$ cat config.mk
export PLATFORM = sky130hd
export DESIGN_NAME = stop_and_wait_sender
export DESIGN_NICKNAME = d
export VERILOG_FILES = /design/src/rtl/core/sws_pkg.sv /design/src/rtl/core/sws_in_stage.sv /design/src/rtl/core/sws_engine.sv /design/src/rtl/core/sws_out_stage.sv /design/src/rtl/core/stop_and_wait_sender.sv
export SDC_FILE = /design/constraint.sdc
export NUM_CORES = 1
export LEC_CHECK = 0
export BUFFER_PORTS_ARGS = -buffer_cell sky130_fd_sc_hd__buf_2
export CAP_MARGIN = 10
export CORE_MARGIN = 2
export CORE_UTILIZATION = 40
export DETAILED_ROUTE_END_ITERATION = 6
export SLEW_MARGIN = 40
export SYNTH_ARGS = -nofsm -noshare
export SYNTH_HDL_FRONTEND = slang
export SYNTH_SLANG_ARGS = --single-unit
$ cat constraint.sdc
create_clock -name clk -period 11.8 [get_ports clk]
set_input_delay 1.18 -clock clk [delete_from_list [all_inputs] [get_ports clk]]
set_output_delay 1.18 -clock clk [all_outputs]
set_load 0.005 [all_outputs]
$ cat src/rtl/core/sws_pkg.sv
// shared types and codes for the stop-and-wait sender
// no dependencies
`timescale 1ns / 1ps

package sws_pkg;

    localparam int FIELD_W       = 32;
    localparam int RETRY_W       = 8;
    localparam int MODE_W        = 2;
    localparam int ACTION_W      = 3;
    localparam int CFG_IDX_W     = 2;
    localparam int SEQ_WIDTH_DEF = 32;

    localparam logic [FIELD_W-1:0] TIMEOUT_TICKS_RST = 32'd1000;
    localparam logic [RETRY_W-1:0] MAX_RETRIES_RST   = 8'd10;
    localparam logic [FIELD_W-1:0] COUNT_MAX         = {FIELD_W{1'b1}};

    // event codes
    localparam logic [MODE_W-1:0] MODE_SEGMENT = 2'd0;
    localparam logic [MODE_W-1:0] MODE_PACKET  = 2'd1;
    localparam logic [MODE_W-1:0] MODE_TICK    = 2'd2;

    // result codes
    localparam logic [ACTION_W-1:0] ACT_NONE     = 3'd0;
    localparam logic [ACTION_W-1:0] ACT_TRANSMIT = 3'd1;
    localparam logic [ACTION_W-1:0] ACT_RETRANS  = 3'd2;
    localparam logic [ACTION_W-1:0] ACT_ACKED    = 3'd3;
    localparam logic [ACTION_W-1:0] ACT_FAILED   = 3'd4;
    localparam logic [ACTION_W-1:0] ACT_REJECTED = 3'd5;

    // register indexes
    localparam logic [CFG_IDX_W-1:0] REG_TIMEOUT_TICKS = 2'd0;
    localparam logic [CFG_IDX_W-1:0] REG_MAX_RETRIES   = 2'd1;
    localparam logic [CFG_IDX_W-1:0] REG_CLEAR_TOTAL   = 2'd2;

    typedef struct packed {
        logic [MODE_W-1:0]  mode;
        logic [FIELD_W-1:0] segment_seq;
        logic [FIELD_W-1:0] segment_length;
        logic               rx_ack_flag;
        logic               rx_repeat_flag;
        logic [FIELD_W-1:0] rx_ack_number;
        logic [FIELD_W-1:0] rx_peer_seq;
    } item_t;

    typedef struct packed {
        logic [ACTION_W-1:0] action;
        logic [FIELD_W-1:0]  out_seq;
        logic [FIELD_W-1:0]  acked_peer_seq;
        logic [RETRY_W-1:0]  retries_used;
        logic [FIELD_W-1:0]  timeout_total;
    } result_t;

    typedef struct packed {
        logic                 we;
        logic [CFG_IDX_W-1:0] index;
        logic [FIELD_W-1:0]   data;
    } cfg_wr_t;

endpackage

$ cat src/rtl/core/sws_in_stage.sv
// input register stage: holds one event beat ahead of the engine
// depends on sws_pkg
`timescale 1ns / 1ps

module sws_in_stage (
    input  logic           clk,
    input  logic           rst_n,
    input  logic           up_valid,
    output logic           up_ready,
    input  sws_pkg::item_t up_item,
    output logic           dn_valid,
    input  logic           dn_ready,
    output sws_pkg::item_t dn_item
);
    import sws_pkg::*;

    logic  valid_reg;
    item_t item_reg;

    assign up_ready = !valid_reg || dn_ready;
    assign dn_valid = valid_reg;
    assign dn_item  = item_reg;

    always_ff @(posedge clk or negedge rst_n)
    begin
        if (!rst_n)
        begin
            valid_reg <= 1'b0;
        end
        else if (up_ready)
        begin
            valid_reg <= up_valid;
        end
    end

    always_ff @(posedge clk)
    begin
        if (up_ready && up_valid)
        begin
            item_reg <= up_item;
        end
    end

endmodule

$ cat src/rtl/core/sws_engine.sv
// sender state, configuration registers and per-event next-state logic
// depends on sws_pkg
`timescale 1ns / 1ps

module sws_engine #(
    parameter int SEQ_WIDTH = sws_pkg::SEQ_WIDTH_DEF
) (
    input  logic             clk,
    input  logic             rst_n,
    input  sws_pkg::cfg_wr_t cfg,
    input  logic             fire,
    input  sws_pkg::item_t   item,
    output sws_pkg::result_t result
);
    import sws_pkg::*;

    logic [FIELD_W-1:0] timeout_ticks_reg;
    logic [RETRY_W-1:0] max_retries_reg;

    logic               busy_reg, busy_next;
    logic [FIELD_W-1:0] pending_seq_reg, pending_seq_next;
    logic [FIELD_W-1:0] pending_length_reg, pending_length_next;
    logic [FIELD_W-1:0] elapsed_reg, elapsed_next;
    logic [RETRY_W-1:0] retry_reg, retry_next;
    logic [FIELD_W-1:0] total_reg, total_next;

    logic [ACTION_W-1:0]  action;
    logic [FIELD_W-1:0]   peer;
    logic [FIELD_W-1:0]   elapsed_inc;
    logic [SEQ_WIDTH-1:0] expect_ack;
    logic [SEQ_WIDTH-1:0] got_ack;
    logic                 ack_match;

    // ack must equal seq + length modulo the sequence space
    assign expect_ack = SEQ_WIDTH'(pending_seq_reg) + SEQ_WIDTH'(pending_length_reg);
    assign got_ack    = SEQ_WIDTH'(item.rx_ack_number);
    assign ack_match  = (got_ack == expect_ack);

    assign elapsed_inc = (elapsed_reg == COUNT_MAX) ? elapsed_reg : elapsed_reg + 1'b1;

    always_comb
    begin
        busy_next           = busy_reg;
        pending_seq_next    = pending_seq_reg;
        pending_length_next = pending_length_reg;
        elapsed_next        = elapsed_reg;
        retry_next          = retry_reg;
        total_next          = total_reg;
        action              = ACT_NONE;
        peer                = '0;
        unique case (item.mode)
            MODE_SEGMENT:
            begin
                if (busy_reg)
                begin
                    action = ACT_REJECTED;
                end
                else
                begin
                    pending_seq_next    = item.segment_seq;
                    pending_length_next = item.segment_length;
                    elapsed_next        = '0;
                    retry_next          = '0;
                    busy_next           = 1'b1;
                    action              = ACT_TRANSMIT;
                end
            end
            MODE_PACKET:
            begin
                if (busy_reg && item.rx_ack_flag && !item.rx_repeat_flag && ack_match)
                begin
                    busy_next = 1'b0;
                    peer      = item.rx_peer_seq;
                    action    = ACT_ACKED;
                end
            end
            MODE_TICK:
            begin
                if (busy_reg)
                begin
                    elapsed_next = elapsed_inc;
                    // a zero timeout behaves as one since elapsed_inc is at least one
                    if (elapsed_inc >= timeout_ticks_reg)
                    begin
                        if (retry_reg >= max_retries_reg)
                        begin
                            busy_next = 1'b0;
                            action    = ACT_FAILED;
                        end
                        else
                        begin
                            retry_next   = retry_reg + 1'b1;
                            total_next   = (total_reg == COUNT_MAX) ? total_reg
                                                                    : total_reg + 1'b1;
                            elapsed_next = '0;
                            action       = ACT_RETRANS;
                        end
                    end
                end
            end
            default:
            begin
                action = ACT_NONE;
            end
        endcase
    end

    assign result.action         = action;
    assign result.out_seq        = pending_seq_next;
    assign result.acked_peer_seq = peer;
    assign result.retries_used   = retry_next;
    assign result.timeout_total  = total_next;

    always_ff @(posedge clk or negedge rst_n)
    begin
        if (!rst_n)
        begin
            timeout_ticks_reg <= TIMEOUT_TICKS_RST;
            max_retries_reg   <= MAX_RETRIES_RST;
        end
        else if (cfg.we)
        begin
            if (cfg.index == REG_TIMEOUT_TICKS)
            begin
                timeout_ticks_reg <= cfg.data;
            end
            if (cfg.index == REG_MAX_RETRIES)
            begin
                max_retries_reg <= cfg.data[RETRY_W-1:0];
            end
        end
    end

    always_ff @(posedge clk or negedge rst_n)
    begin
        if (!rst_n)
        begin
            busy_reg           <= 1'b0;
            pending_seq_reg    <= '0;
            pending_length_reg <= '0;
            elapsed_reg        <= '0;
            retry_reg          <= '0;
            total_reg          <= '0;
        end
        else
        begin
            if (fire)
            begin
                busy_reg           <= busy_next;
                pending_seq_reg    <= pending_seq_next;
                pending_length_reg <= pending_length_next;
                elapsed_reg        <= elapsed_next;
                retry_reg          <= retry_next;
                total_reg          <= total_next;
            end
            // the user must send the clear strobe only while idle; the block itself does not enforce it
            if (cfg.we && cfg.index == REG_CLEAR_TOTAL && cfg.data[0])
            begin
                total_reg <= '0;
            end
        end
    end

endmodule

$ cat src/rtl/core/sws_out_stage.sv
// result register stage: holds one result beat until it is taken
// depends on sws_pkg
`timescale 1ns / 1ps

module sws_out_stage (
    input  logic             clk,
    input  logic             rst_n,
    input  logic             up_valid,
    output logic             up_ready,
    input  sws_pkg::result_t up_result,
    output logic             dn_valid,
    input  logic             dn_ready,
    output sws_pkg::result_t dn_result
);
    import sws_pkg::*;

    logic    valid_reg;
    result_t result_reg;

    assign up_ready  = !valid_reg || dn_ready;
    assign dn_valid  = valid_reg;
    assign dn_result = result_reg;

    always_ff @(posedge clk or negedge rst_n)
    begin
        if (!rst_n)
        begin
            valid_reg <= 1'b0;
        end
        else if (up_ready)
        begin
            valid_reg <= up_valid;
        end
    end

    always_ff @(posedge clk)
    begin
        if (up_ready && up_valid)
        begin
            result_reg <= up_result;
        end
    end

endmodule

$ cat src/rtl/core/stop_and_wait_sender.sv
// top level of the stop-and-wait sender: input register, engine, result register
// depends on sws_pkg, sws_in_stage, sws_engine, sws_out_stage
//
//  channel  | signals                                  | beat taken when
//  ---------+------------------------------------------+--------------------------
//  in       | in_valid/in_ready + event fields         | in_valid & in_ready
//  out      | out_valid/out_ready + result fields      | out_valid & out_ready
//  cfg      | cfg_we, cfg_index, cfg_data              | cfg_we
//
// one event per cycle sustained while out_ready stays high; an event is held in the input
// register, and its result is captured in the result register for its out beat.
// reset clears sender state and both stage valids, and loads register defaults.
// a stalled out side fills the result register, then the input register, then
// drops in_ready; nothing is lost or repeated.
`timescale 1ns / 1ps

module stop_and_wait_sender #(
    parameter int SEQ_WIDTH = sws_pkg::SEQ_WIDTH_DEF
) (
    input  logic        clk,
    input  logic        rst_n,
    input  logic        in_valid,
    output logic        in_ready,
    input  logic [1:0]  mode,
    input  logic [31:0] segment_seq,
    input  logic [31:0] segment_length,
    input  logic        rx_ack_flag,
    input  logic        rx_repeat_flag,
    input  logic [31:0] rx_ack_number,
    input  logic [31:0] rx_peer_seq,
    output logic        out_valid,
    input  logic        out_ready,
    output logic [2:0]  action,
    output logic [31:0] out_seq,
    output logic [31:0] acked_peer_seq,
    output logic [7:0]  retries_used,
    output logic [31:0] timeout_total,
    input  logic        cfg_we,
    input  logic [1:0]  cfg_index,
    input  logic [31:0] cfg_data
);
    import sws_pkg::*;

    item_t   in_item;
    item_t   eng_item;
    logic    eng_valid;
    logic    eng_ready;
    result_t eng_result;
    result_t out_result;
    cfg_wr_t cfg;

    assign in_item.mode           = mode;
    assign in_item.segment_seq    = segment_seq;
    assign in_item.segment_length = segment_length;
    assign in_item.rx_ack_flag    = rx_ack_flag;
    assign in_item.rx_repeat_flag = rx_repeat_flag;
    assign in_item.rx_ack_number  = rx_ack_number;
    assign in_item.rx_peer_seq    = rx_peer_seq;

    assign cfg.we    = cfg_we;
    assign cfg.index = cfg_index;
    assign cfg.data  = cfg_data;

    sws_in_stage u_in (
        .clk      (clk),
        .rst_n    (rst_n),
        .up_valid (in_valid),
        .up_ready (in_ready),
        .up_item  (in_item),
        .dn_valid (eng_valid),
        .dn_ready (eng_ready),
        .dn_item  (eng_item)
    );

    sws_engine #(
        .SEQ_WIDTH (SEQ_WIDTH)
    ) u_engine (
        .clk    (clk),
        .rst_n  (rst_n),
        .cfg    (cfg),
        .fire   (eng_valid && eng_ready),
        .item   (eng_item),
        .result (eng_result)
    );

    sws_out_stage u_out (
        .clk       (clk),
        .rst_n     (rst_n),
        .up_valid  (eng_valid),
        .up_ready  (eng_ready),
        .up_result (eng_result),
        .dn_valid  (out_valid),
        .dn_ready  (out_ready),
        .dn_result (out_result)
    );

    assign action         = out_result.action;
    assign out_seq        = out_result.out_seq;
    assign acked_peer_seq = out_result.acked_peer_seq;
    assign retries_used   = out_result.retries_used;
    assign timeout_total  = out_result.timeout_total;

endmodule
### Yosys cells after proc, flatten, opt, wreduce, memory -nomap -nowiden

Cells that the tools add are included.

* reduce and logical (&&, ||, !) cells: 23
* add/subtract/negate cells: 4
* mux-type cells: 31
* bitwise gates (word level): 1
* shift operators: 0
* eq/ne operators: 10
* div/mod/pow operators: 0
* multipliers: 0
* order comparisons: 2

Operators with widths (number)
* 2-to-1 mux 32 bit: 14
* adder 32 x 1 -> 32 bit (second input constant): 2
* == test 32 bit (second input constant): 2
* one-hot mux 32 bit (2 select lines): 1
* adder 32 bit: 1
* == test 32 bit: 1
* >= comparator 32 bit: 1
* 2-to-1 mux 8 bit: 4
* one-hot mux 8 bit (2 select lines): 1
* 2-to-1 mux 3 bit: 4
* one-hot mux 3 bit (3 select lines): 1
* adder 8 x 1 -> 8 bit (second input constant): 1
* >= comparator 8 bit: 1
* logical AND 1 bit: 7
* AND reduction 2 bit: 3
* AND reduction 3 bit: 2
* == test 2 x 1 -> 1 bit (second input constant): 2
* == test 2 bit (second input constant): 2
* logical NOT 2 bit: 2
* 2-to-1 mux 1 bit: 4
* != test 2 x 1 -> 1 bit (second input constant): 2
* AND reduction 4 bit: 1
* nonzero test 2 bit: 2
* logical NOT 1 bit: 3
* 6 further kinds: 7

* memory bits (writable): 0
* flip-flop bits (word level): 418
* bits in latches: 0
* word-level logic and storage cells: 93
* memories kept: 0
* memory bits (read-only): 0
* input bits: 171

### Longest topological paths before layout

* word-level depth: 8
* gate-level depth with buffers: 23

### Modules after synthesis

Synthesis repeated with hierarchy kept, for this count alone.

* cell total of the unflattened synthesis: 1619
* area, all modules: 19800.2 sq um

Modules (own cells, without submodules)
* sws_engine: area each 12509.5 sq um, instances 1, sequential area each 4439.3 sq um, cells each 1371
* sws_in_stage: area each 4017.6 sq um, instances 1, sequential area each 3988.8 sq um, cells each 136
* sws_out_stage: area each 3266.9 sq um, instances 1, sequential area each 3238.1 sq um, cells each 111
* stop_and_wait_sender: area each 6.3 sq um, instances 1, sequential area each 0.0 sq um, cells each 1

### Worst setup path after synthesis

No wires, ideal clock.

* path type: input to register
* from: in out_ready
* to: reg u_engine.total_reg[11]
* path slack: 6535 ps
* required time: 11680 ps
* arrival time: 5145 ps
* cell stages on the path: 8
* cells stage by stage: nand2b_1 -> nand2_1 -> inv_1 -> nand3_1 -> nor3_1 -> clkbuf_1 -> a21oi_1 -> a31o_2

* cells in the longest elaborated chain, start to end: 3

Ends and longest elaborated chain
* start, declared: line stop_and_wait_sender.sv:32 `input logic out_ready,`
* logical OR 1 bit: line sws_out_stage.sv:20 `assign up_ready = !valid_reg || dn_ready;`
* logical AND 1 bit: line stop_and_wait_sender.sv:81 `.fire (eng_valid && eng_ready),`
* net u_engine.fire: line sws_engine.sv:11 `input logic fire,`
* nonzero test 2 bit (no source line)
* end signal, assigned: line sws_engine.sv:154 `total_reg <= total_next;`
* end, declared: line sws_engine.sv:25 `logic [FIELD_W-1:0] total_reg, total_next;`

The timed path passes the listed nets, and every way through them passes these cells.
A chain may end at the register's enable or synchronous reset.

==> flow_summary.toml <==
[power]
powerDensity_nw_per_um2 = 183
worst_ir_drop_vdd_mv = 0.0963
power.leakage_nw = 10.5

[route]
drtAntennaViolNets = 0
vias_per_cell = 5.45
finalWirelength_um = 55700
wl_per_cell_um = 19.6
first_pass_iters = 5
vias = 15500
drc_errors = 0
drtIter0Drc = 1093

[cts]
cts_tree = "built"
clock_sinks = 418
cts_setup_buffers = 0
clock_latency_ns = 0.59
root_buffer = "clkbuf_16"
cts_resized = 0
cts_buffer_depth = 3
path_clk_slew_ns = 0.06
htree_levels = 2
cts-buffers-inserted = 47
hold_buffers = 0

[die]
fp-row-count = 84
start_util_pct = 40.3
core_sq_um = 52300
die_h_um = 234
dieArea_sq_um = 54600
die_w_um = 234
io_pins = 280

[logic_synthesis]
async_flop_share_pct = 42.8
synthDominantCellAreaShare_pct = 34.0
yosysSeqAreaShare_pct = 55.3
syn_inst = 1866
ys_types = 89
yosysWarnings = 0
synth_fp_nets = 2112
yosysTopAreaCell = "edfxtp_1"
synth_area_sq_um = 21100
synth_edf_count = 239
synth_top_flop_cell = "edfxtp_1"
synthTopCellsByArea = "edfxtp_1 34%, dfrtp_1 20%, nand2_1 4.5%"
ys_seq_elements = 418
avgSynthCellArea_sq_um = 11.3

[place]
placedCellCount = 2758
hpwlAfterDp_um = 40200
gp_congestion = 0.930
place_area_sq_um = 23100
portBuffers = 279

[worst_setup_path]
required_ns = 12.14
worstSetupStartpointType = "register"
r2r_slack_ns = 5.91
crit_fanout = 29
cp-startpoint = "u_engine.elapsed_reg[4]"
reg2reg_to = "u_out.dn_result[12]"
crit_end = "u_out.dn_result[12]"
reg2regPathDepth = 19
crit_arrival_ns = 6.22
end_kind = "register"
timing.rr.start = "u_engine.elapsed_reg[4]"
worstSetupPathType = "register to register"

[sta]
drv_slew = 0
tns_ns = 0
tightest_slew_ns = 0.851
finalSetupViolCount = 0
final-hold-violation-count = 0
grt_setup_unrepaired = "no"
fmax_ghz = 0.170
skew_ns = 0.0131
relSlewSlack_pct = 41.8
min_period_ns = 5.89
min_period_over_period_pct = 49.9

[layout]
layout_commonest_cell = "buf_2"
stdcell_count = 2849
seqCellArea_sq_um = 11700
largest_reg_flops = 132
multi_input_area_sq_um = 8740
layout-area-overhead-vs-synth_pct = 17.4
utilization_pct = 47.3
nFillCells = 4775
mostFrequentLayoutCells = "278 x buf_2, 254 x nand2_1, 239 x edfxtp_1"
nets = 2365
layout-drive-gt1-share_pct = 25.2
final_area_sq_um = 24700

[worst_hold_path]
hold_path.class = "register to register"

[grt]
grt_max_degree = 74
grtUsageTotal_pct = 20.3
grt_pass1_wl_um = 86000
grt-ovfl-total = 0
grt_pass1_vias = 15100
antenna_found_initial = 5

[outcome]
run_status = "complete, no violations"

[flow_run]
maxCapViolCount = 0
## cells by family after synthesis
| group | synth area share, % |
|---|---|
| AO/OA/AOI/OAI | 11.4 |
| AND/OR/NAND/NOR | 16.1 |
| buffers and inverters | 3.61 |
| XOR/XNOR | 4.57 |
| adder cells (fa/ha/maj) | 4.49 |
| multiplexers | 4.56 |
| flip-flops | 55.3 |
## routing by layer
layer  up-vias  global-route usage [%]  routed length, um
met2       504                    32.0              25300
met5         -                       0                 35
met3        84                    3.96               3670
met4         6                    5.48               1140
li1       7370                       -                  -
met1      7562                    28.6              25600
## per-stage QoR
step | setup WS (ns) | hold WS [ns] | power, W
finish | 5.91 | 0.474 | 0.00454
global route | 5.37 | 0.494 | 0.00476
CTS | 6.01 | 0.479 | 0.00456
detailed placement | 6.04 | 0.465 | 0.00303
global placement | 6.21 | 0.458 | 0.00302
floorplan | 6.54 | 0.455 | 0.00265
## critical path, stage by stage (launching register included)
cell and delay (ns):
dfrtp_1 0.44, and4_1 0.30, and4_1 0.32, nand4_1 0.16, nor2_1 0.60, nand3_1 0.23, or3_1 0.46, nor2_1 0.20
xor2_1 0.10, ha_1 0.30, nand4_1 0.12, nor2_1 0.20, nand2_1 0.10, o221ai_1 0.24, a221oi_1 0.08, buf_4 0.22
nor3_2 0.50, buf_4 0.40, or3b_2 0.50, xnor2_1 0.14
## synth_stat cells (6+ instances only)
library cell,number
nand2_1,255
edfxtp_1,239
dfrtp_1,171
a21oi_1,95
xnor2_1,86
inv_1,84
nor2_1,82
mux2_2,77
ha_1,74
o21ai_0,73
nand3_1,59
clkbuf_1,55
nand4_1,47
a21o_1,31
nor3_1,31
nor4_2,29
a31oi_1,28
buf_2,26
and3_1,24
xor2_1,24
nor4_1,19
o211ai_1,16
a22o_1,15
a31o_2,15
a211oi_1,14
nand2b_1,14
and2_1,12
and4_1,12
or3_1,12
dfstp_2,8
mux2i_1,8
o31ai_1,7
a21oi_2,6
buf_6,6
nand4b_1,6
## cell type report
cell class | count | area share [%]
Clock inverter | 28 | 1.37
Tap cell | 688 | 3.48
Antenna cell | 3 | 0.0303
Inverter | 84 | 1.28
Clock buffer | 60 | 5.08
Multi-Input combinational cell | 1271 | 35.3
Timing Repair Buffer | 297 | 6.32
Sequential cell | 418 | 47.1
## worst min-delay path by stage
| stage | start | endpoint | depth (start not counted) |
|---|---|---|---|
| floorplan | u_in.dn_item[97] | u_engine.pending_length_reg[31] | 1 |
| global placement | u_in.dn_item[96] | u_engine.pending_length_reg[30] | 1 |
| detailed placement | u_in.dn_item[97] | u_engine.pending_length_reg[31] | 1 |
| CTS | u_in.dn_item[87] | u_engine.pending_length_reg[21] | 1 |
| global route | u_in.dn_item[93] | u_engine.pending_length_reg[27] | 1 |
| finish | u_in.dn_item[87] | u_engine.pending_length_reg[21] | 1 |
## where the power goes
group	switching (W)	total, W	internal, W	leakage (nW)
sequential	0.0000967	0.00183	0.00173	4.66
clock	0.000600	0.00151	0.000909	0.774
combinational	0.000766	0.00120	0.000431	5.05
total	0.00146	0.00454	0.00307	10.5
No activity file was read; power rests on OpenSTA's default activity.
